`config.mk`:
```
export PLATFORM = sky130hd
export DESIGN_NAME = ssrl_ctrl
export DESIGN_NICKNAME = d
export VERILOG_FILES = /design/src/rtl/core/ssrl_pkg.sv /design/src/rtl/core/ssrl_ctrl.sv
export SDC_FILE = /design/constraint.sdc
export NUM_CORES = 1
export LEC_CHECK = 0
export ABC_AREA = 1
export BUFFER_PORTS_ARGS = -buffer_cell sky130_fd_sc_hd__buf_4
export CORE_AREA = 4 4 41 43
export DETAILED_ROUTE_END_ITERATION = 7
export DIE_AREA = 0 0 45 47
export GPL_ROUTABILITY_DRIVEN = 0
export PLACE_DENSITY = 0.57
export SYNTH_ARGS = -nofsm -noshare
export SYNTH_HDL_FRONTEND = slang
export SYNTH_SLANG_ARGS = --single-unit
```
`constraint.sdc`:
```
create_clock -name clk_i -period 2.5 [get_ports clk_i]
set_input_delay 0.75 -clock clk_i [delete_from_list [all_inputs] [get_ports clk_i]]
set_output_delay 0.75 -clock clk_i [all_outputs]
set_load 0.01 [all_outputs]
```
`src/rtl/core/ssrl_pkg.sv`:
```
// Shared constants and controller/datapath interface types for the node sort block.
package ssrl_pkg;

  localparam int MAX_NODES = 64;
  localparam int IDX_W     = $clog2(MAX_NODES);
  localparam int CNT_W     = $clog2(MAX_NODES + 1);
  localparam int NUM_LINKS = 4;
  localparam int KEY_W     = 32;
  localparam int LINK_W    = 24;
  localparam int PAY_W     = 64;
  localparam int DATA_W    = KEY_W + NUM_LINKS * LINK_W + PAY_W;

  typedef enum logic [1:0] {
    KA_I,
    KA_J,
    KA_SRC
  } key_sel_e;

  typedef struct packed {
    logic     load;
    logic     close;
    key_sel_e key_sel;
    logic     rank_start;
    logic     scan;
    logic     rank_wr;
    logic     out_load;
  } dp_cmd_t;

  typedef struct packed {
    logic j_last;
    logic i_last;
    logic k_last;
    logic out_fire;
  } dp_status_t;

endpackage

```
`src/rtl/core/ssrl_ctrl.sv`:
```
// Controller state machine sequencing load, rank computation and emit.
module ssrl_ctrl
  import ssrl_pkg::*;
(
  input  logic       clk_i,
  input  logic       rst_ni,
  input  logic       in_valid_i,
  input  logic       in_last_i,
  output logic       in_ready_o,
  input  dp_status_t status_i,
  output dp_cmd_t    cmd_o
);

  typedef enum logic [3:0] {
    S_LOAD,
    S_RI,
    S_RL,
    S_RS,
    S_RT,
    S_RW,
    S_EO,
    S_ES,
    S_EM,
    S_EW,
    S_EH
  } state_e;

  state_e state_q, state_d;
  logic   in_fire;

  assign in_ready_o = (state_q == S_LOAD);
  assign in_fire    = in_ready_o && in_valid_i;

  always_comb begin
    state_d            = state_q;
    cmd_o              = '0;
    cmd_o.key_sel      = KA_SRC;
    case (state_q)
      S_LOAD: begin
        cmd_o.load = in_fire;
        if (in_fire && in_last_i) begin
          cmd_o.close = 1'b1;
          state_d     = S_RI;
        end
      end
      S_RI: begin
        cmd_o.key_sel = KA_I;
        state_d       = S_RL;
      end
      S_RL: begin
        cmd_o.rank_start = 1'b1;
        state_d          = S_RS;
      end
      S_RS: begin
        cmd_o.key_sel = KA_J;
        cmd_o.scan    = 1'b1;
        if (status_i.j_last) begin
          state_d = S_RT;
        end
      end
      S_RT: state_d = S_RW;
      S_RW: begin
        cmd_o.rank_wr = 1'b1;
        state_d       = status_i.i_last ? S_EO : S_RI;
      end
      S_EO: state_d = S_ES;
      S_ES: state_d = S_EM;
      S_EM: state_d = S_EW;
      S_EW: begin
        cmd_o.out_load = 1'b1;
        state_d        = S_EH;
      end
      S_EH: begin
        if (status_i.out_fire) begin
          state_d = status_i.k_last ? S_LOAD : S_EO;
        end
      end
      default: state_d = S_LOAD;
    endcase
  end

  always_ff @(posedge clk_i or negedge rst_ni) begin
    if (!rst_ni) begin
      state_q <= S_LOAD;
    end else begin
      state_q <= state_d;
    end
  end

endmodule

```
==> reports/qor.csv <==
metric,value,unit
share of layout cells above drive strength 1,34.1,%
gr usage total,9.83,%
R2R depth,6,
Post-Route Utilization,40.7,%
cts bufs inserted,3,
Tmin final,2.04,ns
CTS Buffer Depth,2,
max_slew headroom,82.6,%
# hold bufs at CTS,0,
clock power share,14.1,%
Leakage Power,0.348,nW
Biggest register,state_q,
Post-Syn Area,387,um2
Crit Reg-Reg Endpoint,state_q[0],
Finish-stage setup viols,0,
post-route clock period utilization,81.7,%
H-tree Lvls,1,
drt total wl,907,um
Overflow after GRT,0,
setup_tns,0,ns
Least-Margin Pin Slew,0.261,ns
WP data arrival,1.29,ns
vias in the first global route,365,
highest clock rate,0.490,GHz
cell-internal power,0.297,mW
unrepaired setup endpoints after global routing,false,
CTS-repair resized insts,0,
post-synth cell types,15,
Hold WC Path Type,primary input to asynchronous set/reset pin,
clk sinks,4,
post-synth top area share,25.9,%
vias per inst,4.13,
Gate power share,62.0,%
die footprint,2120,um2
first-pass detailed-route iteration total,4,
core area,1300,um2
R2R Setup Slk,1.33,ns
Die Width,45,um
R2R Path Start,state_q[2],
Synth area leader,dfrtp_1,
Via Count,401,
max reg flops,4,
Worst EP required,1.75,ns
Sw Pwr,0.278,mW
top flop regs,state_q: 4 flops,
initial core utilization,29.7,%
peak fanout along the critical path,5,
startpoint types,register,
detailed-route wire length per cell,9.35,um
port bufs,16,
Power Density,1090,nW/um2
sequential share of the synthesized area,25.9,%
average cell area after synthesis,5.95,um2
largest net degree at the start of global routing,9,
worst skew pair latency,0.23,ns
Final ANT Viol Nets,0,
worst vdd ir,473,uV
Flop pwr share,23.9,%
ant diodes,0,
#FFs+latches synth,4,
net count reported at finish,92,
CP endpoint kind,output port,
DP Wirelength,771,um
crit path kind,register to output port,
first-pass GRT wire length,1500,um
Die Ht,47,um
Hold Fails Final Rpt,0,
synth top area cells,"dfrtp_1, inv_1, nand2_1",
status,"complete, no violations",
# IOs,17,
final setup skew,0.00468,ns
clock slew at reported path FFs,0.04,ns
Clk Tree Root Cell,clkbuf_4,
max-slew violations,0,
Synth Warn #,0,
CTS tree,yes,
Cells after Synth,65,
# rows,13,
Residual DRC,0,
Setup Buffers After CTS,0,
1st-iter DRT viols,9,
area delta synth->final,36.9,%
initial antenna violation count,0,
most frequent cells in the layout,"inv_1, nand2_1, buf_4, nor2_1, nand3_1",
Net Sw Frac,48.3,%
number of max-cap violations,0,
Post-Syn Nets,73,
synthesized netlist by cell type, drive strengths merged:
cell type and count:
inv 18, dfrtp 4, nand3 7, nor3 2
o211ai 1, a21oi 1, nand2 19, buf 2
nor2 10, nand3b 1
area by class of cell:
type / count / area [um2]
multi-input cells: 41 / 200
repair buffers: 16 / 120
well taps: 15 / 18.8
flip-flops and latches: 4 / 100
clock buffers: 3 / 22.5
fillers: 154 / 772
inverters: 18 / 67.6
stage by stage:
step	hold WS [ns]	setup WS [ns]	cells	total power, mW	instance area [um2]
after global placement	0.547	0.563	94	0.500	507
after floorplan	0.454	0.661	65	0.396	387
final	0.301	0.457	97	0.576	529
after detailed placement	0.548	0.542	94	0.500	507
after global routing	0.290	0.353	97	0.647	529
after CTS	0.295	0.453	97	0.586	529
worst max path at each step:
stage	startpoint	to	slack, ns
after floorplan	in_valid_i	cmd_o[6]	0.66
after global placement	in_valid_i	cmd_o[6]	0.56
after detailed placement	in_valid_i	cmd_o[6]	0.54
after CTS	state_q[2]	cmd_o[6]	0.45
after global routing	state_q[2]	cmd_o[6]	0.35
final	state_q[2]	cmd_o[6]	0.46
cell families after synthesis:
| family | share of synthesized area (%) |
|---|---|
| and+or+nand+nor | 47.6 |
| buffers and inverters | 22.3 |
| DFF | 25.9 |
| AOI/OAI and AO/OA | 4.21 |
critical path, cell delays in order, from the launching register on:
cell and delay, ns:
dfrtp_1 0.42, nor2_2 0.22, nand2_2 0.12, nor3_1 0.15, buf_4 0.15
power by group through the flow:
stage	registers [mW]	logic, mW	clock network [mW]
finish	0.138	0.357	0.0809
global route	0.143	0.413	0.0914
CTS	0.138	0.364	0.0841
detailed placement	0.139	0.362	0
global placement	0.140	0.360	0
floorplan	0.117	0.278	0
metal layers:
metal	part of all wire [%]	vias up	track usage [%]
li1	-	225	-
met1	43	166	11.9
met2	50	10	16.1
met3	6.7	0	4.60
met4	0	0	1.75
met5	0	-	0
(Power assumes the default switching activity.)
